**src/sv/utf8_byte_stream_decoder_core_macros.svh**
```systemverilog
// Assertion macros shared by the UTF-8 byte stream decoder.
// Each macro expects signals named clk and rst in the scope where it is used.
`ifndef UTF8_BYTE_STREAM_DECODER_CORE_MACROS_SVH
`define UTF8_BYTE_STREAM_DECODER_CORE_MACROS_SVH

// The consequent must hold in the same cycle as the antecedent.
`define UBSD_ASSERT_SAME(lbl, ante, cons) \
  lbl: assert property (@(posedge clk) disable iff (rst) (ante) |-> (cons)) \
    else $error("ubsd: same-cycle check failed");

// The consequent must hold in the cycle after the antecedent.
`define UBSD_ASSERT_NEXT(lbl, ante, cons) \
  lbl: assert property (@(posedge clk) disable iff (rst) (ante) |=> (cons)) \
    else $error("ubsd: next-cycle check failed");

`endif

```
**src/sv/ubsd_pkg.sv**
```systemverilog
// Shared types and constants for the UTF-8 byte stream decoder.
// No dependencies; all other files but the macro header use its scoped names.
package ubsd_pkg;

  localparam int unsigned CpWidth = 31;

  typedef enum logic [1:0] {
    KIND_CODE    = 2'd0,
    KIND_INVALID = 2'd1,
    KIND_END     = 2'd2
  } kind_t;

  // One queue entry describes every result caused by one byte. When two is
  // set, an invalid result with last clear goes out first, then kind/cp.
  typedef struct packed {
    logic               two;
    kind_t              kind;
    logic [CpWidth-1:0] cp;
  } entry_t;

  typedef struct packed {
    logic   valid;
    entry_t entry;
  } push_t;

endpackage

```
**src/sv/ubsd_if.sv**
```systemverilog
// Handshake channels of the UTF-8 byte stream decoder: raw bytes in, results out.
// Depends on ubsd_pkg.
interface ubsd_byte_if;
  logic       valid;
  logic       ready;
  logic [7:0] in_byte;

  modport source (output valid, output in_byte, input ready);
  modport sink (input valid, input in_byte, output ready);
endinterface

interface ubsd_result_if;
  logic                         valid;
  logic                         ready;
  ubsd_pkg::kind_t              kind;
  logic [ubsd_pkg::CpWidth-1:0] code_point;
  logic                         last;

  modport source (output valid, output kind, output code_point, output last, input ready);
  modport sink (input valid, input kind, input code_point, input last, output ready);
endinterface

```
**src/sv/ubsd_front.sv**
```systemverilog
// Front end: accepts bytes, tracks the sequence state and classifies each byte.
// Depends on ubsd_pkg and ubsd_byte_if.
module ubsd_front (
  input  logic                clk,
  input  logic                rst,
  ubsd_byte_if.sink           byte_chan,
  input  logic                full,
  output ubsd_pkg::push_t     push
);

  logic [2:0]                   bytes_left;
  logic [2:0]                   bytes_left_next;
  logic [ubsd_pkg::CpWidth-1:0] partial_value;
  logic [ubsd_pkg::CpWidth-1:0] partial_value_next;

  logic                         accept;
  logic [7:0]                   b;
  logic [2:0]                   ones;
  logic [6:0]                   lead_mask;
  logic [ubsd_pkg::CpWidth-1:0] pv_lead;
  logic [ubsd_pkg::CpWidth-1:0] pv_shift;
  logic                         idle_emit;
  logic                         idle_lead;
  ubsd_pkg::kind_t              idle_kind;
  logic [ubsd_pkg::CpWidth-1:0] idle_cp;
  logic                         emit;

  assign b               = byte_chan.in_byte;
  assign byte_chan.ready = !full;
  assign accept          = byte_chan.valid && !full;

  // Count of leading ones; seven stands for seven or eight.
  always_comb begin
    casez (b)
      8'b0???????: ones = 3'd0;
      8'b10??????: ones = 3'd1;
      8'b110?????: ones = 3'd2;
      8'b1110????: ones = 3'd3;
      8'b11110???: ones = 3'd4;
      8'b111110??: ones = 3'd5;
      8'b1111110?: ones = 3'd6;
      default:     ones = 3'd7;
    endcase
  end

  always_comb begin
    case (ones)
      3'd2:    lead_mask = 7'h1F;
      3'd3:    lead_mask = 7'h0F;
      3'd4:    lead_mask = 7'h07;
      3'd5:    lead_mask = 7'h03;
      3'd6:    lead_mask = 7'h01;
      default: lead_mask = 7'h00;
    endcase
  end

  assign pv_lead  = ubsd_pkg::CpWidth'(b[6:0] & lead_mask);
  assign pv_shift = {partial_value[ubsd_pkg::CpWidth-7:0], b[5:0]};

  // Treatment of the byte as if no sequence were open.
  always_comb begin
    idle_emit = 1'b1;
    idle_lead = 1'b0;
    idle_kind = ubsd_pkg::KIND_INVALID;
    idle_cp   = '0;
    if (b == 8'd0) begin
      idle_kind = ubsd_pkg::KIND_END;
    end else if (ones == 3'd0) begin
      idle_kind = ubsd_pkg::KIND_CODE;
      idle_cp   = ubsd_pkg::CpWidth'(b);
    end else if (ones != 3'd1 && ones != 3'd7) begin
      idle_emit = 1'b0;
      idle_lead = 1'b1;
    end
  end

  always_comb begin
    emit               = 1'b0;
    push.entry.two     = 1'b0;
    push.entry.kind    = idle_kind;
    push.entry.cp      = idle_cp;
    bytes_left_next    = bytes_left;
    partial_value_next = partial_value;
    if (bytes_left == 3'd0) begin
      emit = idle_emit;
      if (idle_lead) begin
        bytes_left_next    = ones - 3'd1;
        partial_value_next = pv_lead;
      end
    end else if (b == 8'd0) begin
      emit               = 1'b1;
      push.entry.two     = 1'b1;
      push.entry.kind    = ubsd_pkg::KIND_END;
      push.entry.cp      = '0;
      bytes_left_next    = 3'd0;
      partial_value_next = '0;
    end else if (b[7:6] == 2'b10) begin
      bytes_left_next    = bytes_left - 3'd1;
      partial_value_next = pv_shift;
      if (bytes_left == 3'd1) begin
        emit               = 1'b1;
        push.entry.kind    = ubsd_pkg::KIND_CODE;
        push.entry.cp      = pv_shift;
        partial_value_next = '0;
      end
    end else begin
      // Broken sequence: report it, then treat the byte as a fresh one.
      emit = 1'b1;
      if (idle_emit) begin
        push.entry.two = 1'b1;
      end else begin
        push.entry.kind = ubsd_pkg::KIND_INVALID;
        push.entry.cp   = '0;
      end
      bytes_left_next    = idle_lead ? ones - 3'd1 : 3'd0;
      partial_value_next = idle_lead ? pv_lead : '0;
    end
    push.valid = accept && emit;
  end

  always_ff @(posedge clk) begin
    if (rst) begin
      bytes_left    <= 3'd0;
      partial_value <= '0;
    end else if (accept) begin
      bytes_left    <= bytes_left_next;
      partial_value <= partial_value_next;
    end
  end

endmodule

```
**src/sv/ubsd_queue.sv**
```systemverilog
// Two-entry queue of result descriptors between the front and back ends.
// Depends on ubsd_pkg.
module ubsd_queue (
  input  logic             clk,
  input  logic             rst,
  input  ubsd_pkg::push_t  push,
  input  logic             pop,
  output ubsd_pkg::entry_t head,
  output logic             head_valid,
  output logic             full
);

  ubsd_pkg::entry_t slots [2];
  logic             wr_ptr;
  logic             rd_ptr;
  logic [1:0]       count;
  logic [1:0]       count_next;

  assign head       = slots[rd_ptr];
  assign head_valid = (count != 2'd0);
  assign full       = (count == 2'd2);

  always_comb begin
    count_next = count;
    if (push.valid && !pop) begin
      count_next = count + 2'd1;
    end else if (!push.valid && pop) begin
      count_next = count - 2'd1;
    end
  end

  always_ff @(posedge clk) begin
    if (push.valid) begin
      slots[wr_ptr] <= push.entry;
    end
  end

  always_ff @(posedge clk) begin
    if (rst) begin
      wr_ptr <= 1'b0;
      rd_ptr <= 1'b0;
      count  <= 2'd0;
    end else begin
      if (push.valid) begin
        wr_ptr <= !wr_ptr;
      end
      if (pop) begin
        rd_ptr <= !rd_ptr;
      end
      count <= count_next;
    end
  end

endmodule

```
**src/sv/ubsd_back.sv**
```systemverilog
// Back end: expands each queued descriptor into one or two result items.
// Depends on ubsd_pkg and ubsd_result_if.
module ubsd_back (
  input  logic             clk,
  input  logic             rst,
  input  ubsd_pkg::entry_t head,
  input  logic             head_valid,
  output logic             pop,
  ubsd_result_if.source    result_chan
);

  // Set once the leading invalid item of a two-item descriptor has gone.
  logic phase;
  logic first_of_two;
  logic taken;

  assign first_of_two = head.two && !phase;
  assign taken        = result_chan.valid && result_chan.ready;
  assign pop          = taken && !first_of_two;

  assign result_chan.valid      = head_valid;
  assign result_chan.kind       = first_of_two ? ubsd_pkg::KIND_INVALID : head.kind;
  assign result_chan.code_point = first_of_two ? '0 : head.cp;
  assign result_chan.last       = !first_of_two;

  always_ff @(posedge clk) begin
    if (rst) begin
      phase <= 1'b0;
    end else if (taken) begin
      phase <= first_of_two;
    end
  end

endmodule

```
**src/sv/utf8_byte_stream_decoder_core.sv**
```systemverilog
// UTF-8 byte stream decoder, older six-byte form. One raw byte enters per
// item on byte_chan, so a stream runs at one byte per clock while
// result_chan keeps up. The front end decodes the byte against the open
// sequence (remaining count and the payload gathered so far) and, when the
// byte causes results, writes one descriptor into a two-entry queue. The
// back end turns each descriptor into one item, or two items when a broken
// sequence is followed by a byte that itself gives a result; such a
// descriptor holds result_chan until both items are taken. Results arrive
// no sooner than the cycle after their byte is taken. A lead byte when idle
// and inner continuation bytes give no item at all. byte_chan.ready falls
// only when both queue entries are occupied. Overlong forms are not
// rejected, so code points span the full 31 bits; code_point is zero for
// invalid and end-of-string items, and last marks the final item of a byte.
// Reset is synchronous and clears the sequence state and the queue.
`include "utf8_byte_stream_decoder_core_macros.svh"

module utf8_byte_stream_decoder_core (
  input  logic          clk,
  input  logic          rst,
  ubsd_byte_if.sink     byte_chan,
  ubsd_result_if.source result_chan
);

  ubsd_pkg::push_t  push;
  ubsd_pkg::entry_t head;
  logic             head_valid;
  logic             full;
  logic             pop;

  ubsd_front u_front (
    .clk       (clk),
    .rst       (rst),
    .byte_chan (byte_chan),
    .full      (full),
    .push      (push)
  );

  ubsd_queue u_queue (
    .clk        (clk),
    .rst        (rst),
    .push       (push),
    .pop        (pop),
    .head       (head),
    .head_valid (head_valid),
    .full       (full)
  );

  ubsd_back u_back (
    .clk         (clk),
    .rst         (rst),
    .head        (head),
    .head_valid  (head_valid),
    .pop         (pop),
    .result_chan (result_chan)
  );

  // A non-final item is always the invalid report ahead of a second item.
  `UBSD_ASSERT_SAME(a_nonlast_is_invalid, result_chan.valid && !result_chan.last, result_chan.kind == ubsd_pkg::KIND_INVALID)
  // Once a non-final item is taken, the final item of the same byte follows.
  `UBSD_ASSERT_NEXT(a_second_follows, result_chan.valid && result_chan.ready && !result_chan.last, result_chan.valid && result_chan.last)
  // Only decoded characters carry a value.
  `UBSD_ASSERT_SAME(a_cp_zero, result_chan.valid && result_chan.kind != ubsd_pkg::KIND_CODE, result_chan.code_point == '0)
  // Input is held back only when results are waiting to be taken.
  `UBSD_ASSERT_SAME(a_stall_has_output, !byte_chan.ready, result_chan.valid)

endmodule
```
**src/flat_wrapper.sv**
```systemverilog
// flat-port wrapper written by rule: the top's interface ports become plain ports
module utf8_byte_stream_decoder_core_flat 
  (clk, rst, byte_chan_valid, byte_chan_in_byte, byte_chan_ready, result_chan_valid, result_chan_kind, result_chan_code_point, result_chan_last, result_chan_ready);
  ubsd_byte_if byte_chan_i ();
  ubsd_result_if result_chan_i ();
  input  logic clk;
  input  logic rst;
  input wire logic [$bits(byte_chan_i.valid)-1:0] byte_chan_valid;
  input wire logic [$bits(byte_chan_i.in_byte)-1:0] byte_chan_in_byte;
  output wire logic [$bits(byte_chan_i.ready)-1:0] byte_chan_ready;
  output wire logic [$bits(result_chan_i.valid)-1:0] result_chan_valid;
  output wire logic [$bits(result_chan_i.kind)-1:0] result_chan_kind;
  output wire logic [$bits(result_chan_i.code_point)-1:0] result_chan_code_point;
  output wire logic [$bits(result_chan_i.last)-1:0] result_chan_last;
  input wire logic [$bits(result_chan_i.ready)-1:0] result_chan_ready;
  assign byte_chan_i.valid = byte_chan_valid;
  assign byte_chan_i.in_byte = byte_chan_in_byte;
  assign byte_chan_ready = byte_chan_i.ready;
  assign result_chan_valid = result_chan_i.valid;
  assign result_chan_kind = result_chan_i.kind;
  assign result_chan_code_point = result_chan_i.code_point;
  assign result_chan_last = result_chan_i.last;
  assign result_chan_i.ready = result_chan_ready;
  utf8_byte_stream_decoder_core u_core (.clk(clk), .rst(rst), .byte_chan(byte_chan_i), .result_chan(result_chan_i));
endmodule
```
**config.mk**
```make
export PLATFORM = sky130hd
export DESIGN_NAME = utf8_byte_stream_decoder_core_flat
export DESIGN_NICKNAME = d
export VERILOG_FILES = /design/src/sv/ubsd_pkg.sv /design/src/sv/ubsd_if.sv /design/src/sv/ubsd_front.sv /design/src/sv/ubsd_queue.sv /design/src/sv/ubsd_back.sv /design/src/sv/utf8_byte_stream_decoder_core.sv /design/src/flat_wrapper.sv
export VERILOG_INCLUDE_DIRS = /design/src /design/src/sv
export SDC_FILE = /design/constraint.sdc
export NUM_CORES = 1
export LEC_CHECK = 0
export BUFFER_PORTS_ARGS = -buffer_cell sky130_fd_sc_hd__buf_4
export CORE_AREA = 3 3 111 113
export CTS_CLUSTER_SIZE = 20
export DETAILED_ROUTE_END_ITERATION = 6
export DIE_AREA = 0 0 114 116
export SLEW_MARGIN = 0
export SYNTH_ARGS = -nofsm -noshare
export SYNTH_HDL_FRONTEND = slang
export SYNTH_SLANG_ARGS = --single-unit
```
**constraint.sdc**
```tcl
create_clock -name clk -period 4.2 [get_ports clk]
set_input_delay 0.63 -clock clk [delete_from_list [all_inputs] [get_ports clk]]
set_output_delay 0.63 -clock clk [all_outputs]
set_load 0.01 [all_outputs]
```
==> results.tsv, run 1 <==
stage	metric	value	unit
critical_path	Critical Path RT	4.48	ns
sta	Worst slew margin	30.52	%
synth	Syn Area/Cell	11.69	µm²
floorplanning	Die ar.	0.01322	mm²
status	run status	completed	
global_route	first-pass GRT wire length	14430	µm
global_route	vias in the first global route	2774	
critical_path	CP max stage delay	0.67	ns
critical_path	crit-path most repeated cell	ha_1	
drt	final WL	9107	µm
global_route	GRT Overall Usage	14.05	%
finish	final cell count without fillers	582	
drt	First DRT Iteration DRCs	167	
critical_path	CP Capture Type	flip-flop	
cts	H-Tree Depth	3	
placement	# port buffers	47	
sta	Slew Limit Fails	0	
cts	Clk Latency, worst-skew pair	0.34	ns
min_path	Worst Hold Path EP	u_core.u_front.partial_value[24]$_SDFFE_PP0P_	
min_path	count of cells along the worst hold path	2	
cts	clock buffer depth	2	
synth	cell area after synthesis	0.004561	mm²
sta	Clock Skews	0.005162	ns
power	cell internal pwr	0.002184	W
floorplanning	Core ar.	0.01142	mm²
critical_path	Startpoint Class	input pin	
critical_path	crit path kind	in2reg	
floorplanning	Top-Level Pins	48	
critical_path	cells on worst reg2reg path	7	
critical_path	CP max FO	27	
power	clock network power share	25.8	%
finish	Syn-to-layout area delta	17.28	%
sta	fin crit share	74.03	%
global_route	largest net degree at the start of global routing	36	
finish	ant diodes	0	
placement	RePlAce Congestion	0.8925	
cts	CTS resizes	0	
sta	RSZ-0062 raised after global routing	no	
cts	postcts setup bufs	0	
sta	fmax	321.6	MHz
finish	fin nets	455	
drt	drt pass-1 iters	4	
cts	Hold-fix buffers, CTS	0	
critical_path	RR Endpoint	u_core.u_queue.slots[0][27]$_DFFE_PP_	
floorplanning	Initial Util	39.94	%
sta	Fin. Hold Viols	0	
synth	post-synthesis sequential area ratio	59.70	%
min_path	HP Start	u_core.u_front.partial_value[24]$_SDFFE_PP0P_	
synth	Ys Warns	0	
sta	Final Setup Violations	0	
drt	DRC Markers	0	
placement	HPWL Detailed	6043	µm
finish	layout cells sized above 1	19.13	%
floorplanning	Die Span X	114	µm
drt	DR vias	2938	
critical_path	Critical Path, Cell by Cell	buf_4 > nor2b_1 > o21ai_0 > a21boi_0 > or2b_1 > ha_1 > ha_1 > nand3b_1 > o32a_1 > o32ai_1 > a22o_1	
cts	TritonCTS buffer count	9	
synth	synth unique cells	47	
power	sw frac	32.72	%
drt	DRT antenna net count	0	
critical_path	slowest CP cell	o32a_1	
power	sw power	0.001062	W
critical_path	worst r2r src	u_core.u_front.bytes_left[0]$_SDFFE_PP0P_	
critical_path	CP Data Arrival Time	3.39	ns
synth	Post-Syn Nets	411	
synth	Yosys reg bits	102	
power	sequential share of power	40.8	%
flow_run	Max-Cap Viols	0	
sta	fin crit period	3.109	ns
min_path	Hold WC Path Type	reg2reg	
critical_path	Reg2Reg Setup Slack	1.52	ns
power	Comb pwr share	33.4	%
power	Peak VDD IR	0.0002632	V
synth	ys async rst share	0	%
drt	post-DR wirelength/cell	15.65	µm
synth	EDFF count, synth	68	
cts	CTS tree	done	
cts	CTS clk-pin slew, worst paths	0.07	ns
global_route	initial antenna violation count	0	
cts	clock sinks	102	
cts	CTS Root Buffer Type	clkbuf_16	
sta	slew of the pin with the lowest slew margin	1.041	ns
drt	via-per-instance ratio	5.048	
sta	Hold WS	0.4488	ns
synth	Main synth FF type	edfxtp_1	
floorplanning	row count	39	
global_route	total grt overflow	0	
power	P_leak	1.924	nW
floorplanning	Die Span Y	116	µm
sta	TNS Setup	0	ns
placement	Placed Instances	566	
power	PwrDens	606.7	mW/mm²
synth	Post-Synthesis Cells	390	
[power by group through the flow]
stage	Sequential (W)	Combinational (W)	Clock (W)
after floorplan	0.00134	0.000699	0
after global placement	0.00134	0.00110	0
after detailed placement	0.00135	0.00111	0
after CTS	0.00132	0.00111	0.000853
after global routing	0.00134	0.00120	0.000892
final	0.00132	0.00108	0.000838
[sequential cells by signal, summed over array words and instances (netlist names), named ones only]
| signal | count |
|---|---|
| u_core.u_front.partial_value | 25 |
| u_core.u_queue.wr_ptr | 1 |
| u_core.u_queue.count | 2 |
| u_core.u_queue.rd_ptr | 1 |
| u_core.u_queue.slots | 68 |
| u_core.u_front.bytes_left | 3 |
| u_core.u_back.phase | 1 |
[per-stage QoR]
step / setup slack, ns / instance area, µm² / total power (W) / util (%)
2_1_floorplan: 0.1098 / 4561 / 0.002035 / -
3_3_place_gp: 0.8308 / 5044 / 0.002438 / 44.17
3_5_place_dp: 0.7804 / 5044 / 0.002454 / 44.17
4_1_cts: 1.110 / 5349 / 0.003291 / 46.84
5_1_grt: 0.8389 / 5349 / 0.003426 / 46.84
6_report: 1.091 / 5349 / 0.003245 / 46.84
[worst max-delay path, delay by kind of cell]
kind	cells	cell delay, ns
AO/OA/AOI/OAI	5	1.48
AND/OR/NAND/NOR	3	0.64
adder cells (fa/ha/maj)	2	0.50
buffers and inverters	1	0.13
[cells in the mapped netlist, types with 2 or more instances]
| cell | instances | area [µm²] |
|---|---|---|
| a21oi_1 | 24 | 120.1 |
| edfxtp_1 | 68 | 2042 |
| nand4_1 | 2 | 12.51 |
| ha_1 | 9 | 112.6 |
| o21ai_0 | 7 | 35.03 |
| clkbuf_1 | 13 | 48.80 |
| buf_2 | 2 | 10.01 |
| xor2_1 | 3 | 26.28 |
| or4_4 | 2 | 22.52 |
| mux2i_1 | 37 | 370.4 |
| nand2b_1 | 3 | 18.77 |
| buf_6 | 3 | 33.78 |
| or2b_1 | 2 | 15.01 |
| nand2_1 | 31 | 116.4 |
| a22o_1 | 3 | 26.28 |
| o32ai_1 | 4 | 35.03 |
| nor2_1 | 49 | 183.9 |
| nand3_1 | 22 | 110.1 |
| a211oi_1 | 4 | 30.03 |
| inv_1 | 9 | 33.78 |
| nor3_1 | 2 | 10.01 |
| dfxtp_1 | 34 | 680.7 |
| and2_1 | 25 | 156.4 |
| buf_1 | 2 | 7.510 |
| nor2b_1 | 8 | 50.05 |
[how the worst max path moves through the flow]
stage                         startpoint                                      endpoint  slack (ns)  cells past startpoint
CTS                 byte_chan_in_byte[2]  u_core.u_front.partial_value[2]$_SDFFE_PP0P_        1.11                     11
detailed placement  byte_chan_in_byte[2]  u_core.u_front.partial_value[2]$_SDFFE_PP0P_        0.78                     11
finish              byte_chan_in_byte[2]  u_core.u_front.partial_value[2]$_SDFFE_PP0P_        1.09                     11
floorplan           byte_chan_in_byte[2]          u_core.u_queue.slots[0][0]$_DFFE_PP_        0.11                      9
global route        byte_chan_in_byte[2]  u_core.u_front.partial_value[1]$_SDFFE_PP0P_        0.84                     11
global placement    byte_chan_in_byte[2]  u_core.u_front.partial_value[2]$_SDFFE_PP0P_        0.83                     11
[final cells by class]
| cell class | count | area (µm²) |
|---|---|---|
| Tap cell | 143 | 178.9 |
| Clock buffer | 9 | 225.2 |
| Sequential cell | 102 | 2724 |
| Timing Repair Buffer | 53 | 397.9 |
| Fill cell | 1068 | 6070 |
| Inverter | 9 | 33.78 |
| Clock inverter | 7 | 80.08 |
| Multi-Input combinational cell | 259 | 1709 |
[layout by cell type (no fill, tap or decap), drive strengths merged, types with 3 or more instances in the layout]
cell type / count
clkbuf: 9
nand2: 31
xor2: 3
ha: 9
o21ai: 7
a22o: 3
a211oi: 4
nor2b: 8
a21oi: 24
nand4: 3
and2: 25
mux2i: 37
nand2b: 3
nand3: 22
o32ai: 5
clkinv: 3
nor2: 50
edfxtp: 68
buf: 53
inv: 12
dfxtp: 34
[routing by layer]
layer / vias to the layer above / part of all wire [%] / GRT usage [%]
met3: 6 / 2.9 / 2.193
met2: 49 / 47 / 21.58
li1: 1480 / - / -
met5: - / 0 / 0
met1: 1403 / 49 / 19.73
met4: 0 / 1.2 / 6.334
[cells by family (layout without fill, tap and decap cells)]
family	Yosys count	in the layout	share of synthesized area, %
AND/OR/NAND/NOR	155	155	17.26
flip-flops	102	102	59.70
AO/OA/AOI/OAI	53	53	8.423
multiplexers	38	38	8.450
buffers and inverters	29	78	2.936
adder cells (fa/ha/maj)	9	9	2.469
XOR/XNOR	4	4	0.7683
(Power assumes the default switching activity.)
==> run 2, diff against run 1 <==
- ABC_AREA: default -> 1
- CORE_AREA: 3 3 111 113 -> 3 3 115 117
- DIE_AREA: 0 0 114 116 -> 0 0 118 120
- clock period: 4.2 -> 2.6 ns (I/O delays scaled with it)
==> run 2 against run 1 <==
Against the previous run:
- synthesized cell count up 54%
- final cell count up 43%
- largest cell class unchanged
- largest power group is now combinational logic
- via count increased by 31%
- total power rose by 85%
- area after synthesis is 8.0% higher
==> results.tsv, run 2 <==
stage	metric	value	unit
synth	Post-Synthesis Cells	599	
floorplanning	Die Span Y	120	µm
cts	Hold-fix buffers, CTS	0	
critical_path	Critical Path RT	2.84	ns
finish	layout cells sized above 1	18.15	%
drt	DRT antenna net count	0	
synth	Ys Warns	0	
global_route	initial antenna violation count	0	
cts	CTS Root Buffer Type	clkbuf_16	
global_route	vias in the first global route	3643	
power	P_leak	2.740	nW
critical_path	CP Capture Type	flip-flop	
min_path	count of cells along the worst hold path	2	
cts	postcts setup bufs	0	
sta	fin crit period	2.292	ns
drt	final WL	10170	µm
synth	Synth area leaders	edfxtp_1 (41%), dfxtp_1 (14%), nand2_1 (14%)	
cts	TritonCTS buffer count	9	
critical_path	Reg2Reg Setup Slack	0.49	ns
synth	Main synth FF type	edfxtp_1	
min_path	Hold WC Path Type	in2reg	
synth	Yosys reg bits	102	
finish	Biggest register	u_core.u_queue.slots	
synth	most common cell in the netlist	nand2_1	
cts	clock buffer depth	2	
drt	DRC Markers	0	
critical_path	RR Endpoint	u_core.u_queue.count[1]$_SDFFE_PP0P_	
global_route	total grt overflow	0	
synth	cell area after synthesis	0.004923	mm²
finish	fin nets	677	
finish	ant diodes	0	
critical_path	cells on worst reg2reg path	13	
drt	via-per-instance ratio	4.613	
global_route	largest net degree at the start of global routing	50	
global_route	global routing met1 resource utilization	19.44	%
floorplanning	Initial Util	39.50	%
sta	Final WS setup	0.3081	ns
floorplanning	Die Span X	118	µm
critical_path	worst r2r src	u_core.u_front.bytes_left[1]$_SDFFE_PP0P_	
power	PwrDens	1001	mW/mm²
placement	HPWL Detailed	6850	µm
finish	Largest register FFs	68	
critical_path	crit path kind	in2reg	
drt	drt pass-1 iters	5	
sta	Final Setup Violations	0	
floorplanning	Core ar.	0.01247	mm²
critical_path	CP max FO	4	
global_route	routing usage on met2	24.47	%
floorplanning	Top-Level Pins	48	
placement	pre-CTS setup slack	-0.03749	ns
synth	post-synthesis sequential area ratio	55.30	%
synth	top cell type by total area after synthesis	edfxtp_1	
synth	EDFF count, synth	68	
sta	Fin. Hold Viols	0	
finish	most common cell after layout, fill and taps aside	nand2_1	
synth	Synth top cells by count	nand2_1 (178), nor2_1 (87), inv_1 (85)	
cts	CTS tree	done	
drt	First DRT Iteration DRCs	203	
sta	slew of the pin with the lowest slew margin	0.4789	ns
synth	Syn Area/Cell	8.219	µm²
global_route	global route hottest layer	met2	
synth	synth unique cells	29	
sta	fin crit share	88.15	%
placement	RePlAce Congestion	0.8808	
sta	Worst slew margin	68.03	%
synth	Post-Syn Nets	620	
global_route	M3 GR Usage	3.440	%
finish	commonest cells after routing, fill and taps aside	nand2_1 (176), inv_1 (85), nor2_1 (85), edfxtp_1 (68), buf_4 (66)	
critical_path	Startpoint Class	input pin	
cts	CTS clk-pin slew, worst paths	0.07	ns
flow_run	Max-Cap Viols	0	
placement	# port buffers	47	
sta	fmax	436.3	MHz
sta	RSZ-0062 raised after global routing	no	
global_route	GRT Overall Usage	14.92	%
cts	H-Tree Depth	3	
sta	Hold WS	0.2105	ns
floorplanning	row count	41	
status	run status	completed	
cts	CTS resizes	0	
cts	Clk Latency, worst-skew pair	0.35	ns
min_path	Worst Hold Path EP	u_core.u_queue.count[0]$_SDFFE_PP0P_	
drt	DR vias	3843	
drt	post-DR wirelength/cell	12.21	µm
sta	Clock Skews	0.006596	ns
power	Peak VDD IR	0.0004753	V
cts	clock sinks	102	
synth	post-synth top area share	41.47	%
floorplanning	Die ar.	0.01416	mm²
global_route	first-pass GRT wire length	17040	µm
finish	biggest registers after layout	u_core.u_queue.slots (68), u_core.u_front.partial_value (25), u_core.u_front.bytes_left (3)	
critical_path	CP Data Arrival Time	2.53	ns
finish	Syn-to-layout area delta	21.96	%
synth	ys async rst share	0	%
min_path	HP Start	rst	
sta	Slew Limit Fails	0	
[run 2: cell count changes in the layout (fill, tap and decap cells not counted), sizes merged, moves of 3 or more]
cell,delta
nand3,-7
o32ai,-5
nand2b,-3
nor2b,-8
a21oi,+10
a22o,-3
a211oi,-4
o21ai,+31
mux2i,-37
nand2,+151
nor2,+41
and2,-25
inv,+78
buf,+17
[run 2: worst max-delay path, stage by stage]
cell,delay (ns)
buf_4,0.11
inv_1,0.07
nor2_4,0.12
nand4_1,0.14
nand2_2,0.11
inv_1,0.08
ha_4,0.18
ha_4,0.15
inv_1,0.06
o21ai_0,0.12
nor2_1,0.11
nand2_1,0.09
nand3_4,0.09
inv_1,0.08
ha_4,0.22
a21oi_1,0.11
o21ai_1,0.11
o21ai_1,0.13
a21oi_1,0.05
[run 2: layout make-up]
class	count	area, µm²
fillers	1214	6461
flip-flops and latches	102	2723
multi-input cells	382	1813
repair buffers	70	575.6
inverters	91	341.6
clock buffers	10	229.0
well taps	172	215.2
clock inverters	6	107.6
[run 2: per-layer routing]
layer	wire, µm	share of wire (%)
met1	4738	47
met2	4804	47
met3	478	4.7
met4	153	1.5
met5	0	0
[run 2: cells by family after synthesis]
group / share of synthesized area, %
compound gates: 8.819
flops: 55.30
buf+inv: 9.301
fa+ha+maj: 2.287
xor+xnor: 0.1779
simple gates: 24.12
[run 2: power by group]
group          leakage (nW)  total [W]  switching, W  internal [W]
registers             0.924    0.00222     0.0000990       0.00212
clock network         0.164    0.00151      0.000567      0.000939
logic                  1.65    0.00229       0.00140      0.000885
total                  2.74    0.00601       0.00207       0.00394
[run 2: worst max-delay path by stage]
| stage | from | to |
|---|---|---|
| CTS | byte_chan_in_byte[5] | u_core.u_queue.count[1]$_SDFFE_PP0P_ |
| floorplan | byte_chan_in_byte[4] | u_core.u_queue.slots[0][0]$_DFFE_PP_ |
| finish | byte_chan_in_byte[5] | u_core.u_queue.count[1]$_SDFFE_PP0P_ |
| global placement | byte_chan_in_byte[5] | u_core.u_queue.count[1]$_SDFFE_PP0P_ |
| detailed placement | byte_chan_in_byte[5] | u_core.u_queue.count[1]$_SDFFE_PP0P_ |
| global route | byte_chan_in_byte[4] | u_core.u_queue.count[1]$_SDFFE_PP0P_ |
[run 2: through the flow]
| stage | total power, W | setup TNS, ns | std cells | util (%) | cell area, µm² |
|---|---|---|---|---|---|
| floorplan | 0.003707 | 0 | 599 | - | 4996 |
| global placement | 0.004539 | 0 | 817 | 45.47 | 5668 |
| detailed placement | 0.004572 | -0.03749 | 817 | 45.47 | 5668 |
| CTS | 0.006080 | 0 | 833 | 48.17 | 6005 |
| global route | 0.006458 | 0 | 833 | 48.17 | 6005 |
| finish | 0.006011 | 0 | 833 | 48.17 | 6005 |
==> run 3, diff against run 2 <==
- CORE_AREA: 3 3 115 117 -> 3 3 101 103
- CTS_BUF_LIST: default -> sky130_fd_sc_hd__clkbuf_16
- DIE_AREA: 0 0 118 120 -> 0 0 104 106
- PLACE_DENSITY: default -> 0.74
- clock period: 2.6 -> 2.1 ns (I/O delays scaled with it)
==> run 3 against run 2 <==
Against the previous run:
- global-route usage grew 4.8 points
- critical endpoint unchanged
- sequential share of layout area down 2.2 points
- highest routed layer unchanged
- sequential power rose by 24%
- register-to-register slack got worse by 0.43 ns
==> results.tsv, run 3 (synthesized netlist as in run 2, its figures left out) <==
stage	metric	value	unit
finish	Seq. cell area	0.002723	mm²
drt	post-DR wirelength/cell	13.48	µm
sta	Final Setup Violations	0	
cts	clock buffer depth	2	
sta	Final WS setup	0.01101	ns
power	P_leak	2.901	nW
finish	Syn-to-layout area delta	28.03	%
sta	fin crit period	2.089	ns
finish	Largest register FFs	68	
floorplanning	Core ar.	0.009284	mm²
floorplanning	Die Span Y	106	µm
drt	DR vias	4125	
sta	slew of the pin with the lowest slew margin	0.3837	ns
critical_path	slowest CP cell	a31o_2	
floorplanning	Top-Level Pins	48	
drt	DRT antenna net count	0	
cts	TritonCTS buffer count	9	
cts	CTS clk-pin slew, worst paths	0.07	ns
min_path	HP Start	rst	
finish	ant diodes	0	
cts	Clk Latency, worst-skew pair	0.34	ns
critical_path	crit-path leading delay family	compound AO/OA/AOI/OAI gates	
critical_path	RR Endpoint	u_core.u_queue.slots[0][5]$_DFFE_PP_	
cts	clock sinks	102	
sta	TNS Setup	0	ns
power	PwrDens	1202	mW/mm²
finish	fin nets	706	
critical_path	CP Launch Point	byte_chan_in_byte[4]	
sta	Slew Limit Fails	0	
critical_path	Critical Path, Cell by Cell	buf_4 > nand2_2 > inv_2 > nand3_2 > a31o_2 > nand2_2 > inv_2 > ha_4 > ha_4 > inv_2 > o21ai_2 > nor2_1 > nand2_1 > nand3_4 > inv_4 > ha_4 > a21oi_2 > o21ai_1 > o21ai_1 > a21oi_1	
critical_path	Critical Path RT	2.33	ns
power	Peak VDD IR	0.0007883	V
finish	final cell count without fillers	819	
placement	# port buffers	47	
floorplanning	Initial Util	53.03	%
global_route	initial antenna violation count	0	
finish	most common cell after layout, fill and taps aside	nand2_1	
finish	fill cell count	735	
sta	Hold WS	0.1403	ns
critical_path	Startpoint Class	input pin	
critical_path	cells on worst reg2reg path	11	
min_path	Hold WC Path Type	in2reg	
finish	multi-input combinational cell area	0.001893	mm²
placement	pre-CTS setup slack	-0.4224	ns
sta	Clock Skews	0.007676	ns
placement	Placed Instances	793	
finish	Post-Layout Inst Area	0.006304	mm²
critical_path	WP buf/inv	5	
drt	via-per-instance ratio	5.037	
global_route	total grt overflow	0	
status	run status	completed	
global_route	vias in the first global route	3854	
placement	placed cell areas	0.005797	mm²
sta	fin crit share	99.48	%
critical_path	crit path kind	in2reg	
cts	H-Tree Depth	3	
floorplanning	row count	35	
sta	Fin. Hold Viols	0	
floorplanning	Die ar.	0.01102	mm²
drt	final WL	11040	µm
drt	drt pass-1 iters	5	
placement	HPWL Detailed	7004	µm
finish	biggest registers after layout	u_core.u_queue.slots (68), u_core.u_front.partial_value (25), u_core.u_front.bytes_left (3)	
critical_path	CP max FO	4	
global_route	first-pass GRT wire length	17800	µm
flow_run	Max-Cap Viols	0	
sta	Worst slew margin	74.33	%
min_path	count of cells along the worst hold path	2	
floorplanning	Die Span X	104	µm
min_path	Worst Hold Path EP	u_core.u_queue.count[0]$_SDFFE_PP0P_	
global_route	GRT Overall Usage	19.74	%
cts	CTS Root Buffer Type	clkbuf_16	
sta	RSZ-0062 raised after global routing	yes	
drt	DRC Markers	0	
cts	Hold-fix buffers, CTS	0	
critical_path	CP Data Arrival Time	2.32	ns
cts	CTS tree	done	
critical_path	CP max stage delay	0.24	ns
placement	RePlAce Congestion	0.9328	
drt	First DRT Iteration DRCs	314	
critical_path	worst r2r src	u_core.u_front.bytes_left[0]$_SDFFE_PP0P_	
global_route	largest net degree at the start of global routing	40	
finish	layout cells sized above 1	24.49	%
sta	fmax	478.7	MHz
finish	Biggest register	u_core.u_queue.slots	
critical_path	CP Capture Type	flip-flop	
finish	commonest cells after routing, fill and taps aside	nand2_1 (174), nor2_1 (84), buf_4 (84), inv_1 (80), edfxtp_1 (68)	
critical_path	Reg2Reg Setup Slack	0.06	ns
-- run 3: metal layers --
layer  track usage (%)  share of wire, %  wire [µm]  vias to the layer above
met5                 0                 0          0                        -
met4             6.933               1.6        181                        0
met3             3.279               6.2        682                       20
met2             34.35                49       5412                      159
met1             25.03                43       4768                     1892
li1                  -                 -          -                     2054
-- run 3: layout make-up --
cell class                      count  area share, %
Sequential cell                   102          43.19
Multi-Input combinational cell    382          30.03
Timing Repair Buffer               99          14.37
Inverter                           91          5.498
Clock buffer                        9          3.573
Tap cell                          129          2.561
Clock inverter                      7         0.7741
-- run 3: worst max path at each step --
stage / end / slack (ns) / cells after the start
floorplan: u_core.u_queue.slots[0][0]$_DFFE_PP_ / -0.29 / 15
global placement: u_core.u_queue.count[1]$_SDFFE_PP0P_ / -0.31 / 19
detailed placement: u_core.u_queue.count[1]$_SDFFE_PP0P_ / -0.42 / 19
CTS: u_core.u_queue.count[1]$_SDFFE_PP0P_ / 0.0004 / 19
global route: u_core.u_queue.count[1]$_SDFFE_PP0P_ / -0.09 / 19
finish: u_core.u_queue.count[1]$_SDFFE_PP0P_ / 0.01 / 20
-- run 3: through the flow --
stage / total power (W) / util [%]
floorplan: 0.004596 / -
global placement: 0.005685 / 62.44
detailed placement: 0.005765 / 62.44
CTS: 0.007324 / 65.47
global route: 0.008079 / 67.90
finish: 0.007574 / 67.90
-- run 3: power by group --
part	total (W)	internal, W	switching [W]
clock network	0.00156	0.000811	0.000745
registers	0.00276	0.00263	0.000135
logic	0.00326	0.00137	0.00189
total	0.00757	0.00480	0.00277
-- run 3: timing repair --
action / CTS / global route
hold endpoints to repair: 0 / 0
gates resized for setup: 1 / 24
pin swaps: 4 / 12
buffers inserted: 1 / 5
endpoints found under the setup margin: 19 / 125
cloned: 0 / 4
-- run 3: worst register-to-register path, cell delays in order (launching register included) --
cell	delay, ns
dfxtp_1	0.33
inv_1	0.09
ha_1	0.21
inv_1	0.07
nor2_2	0.21
inv_2	0.06
nand2_1	0.13
nand3_4	0.11
buf_12	0.14
nor2_4	0.09
buf_12	0.15
clkbuf_16	0.15
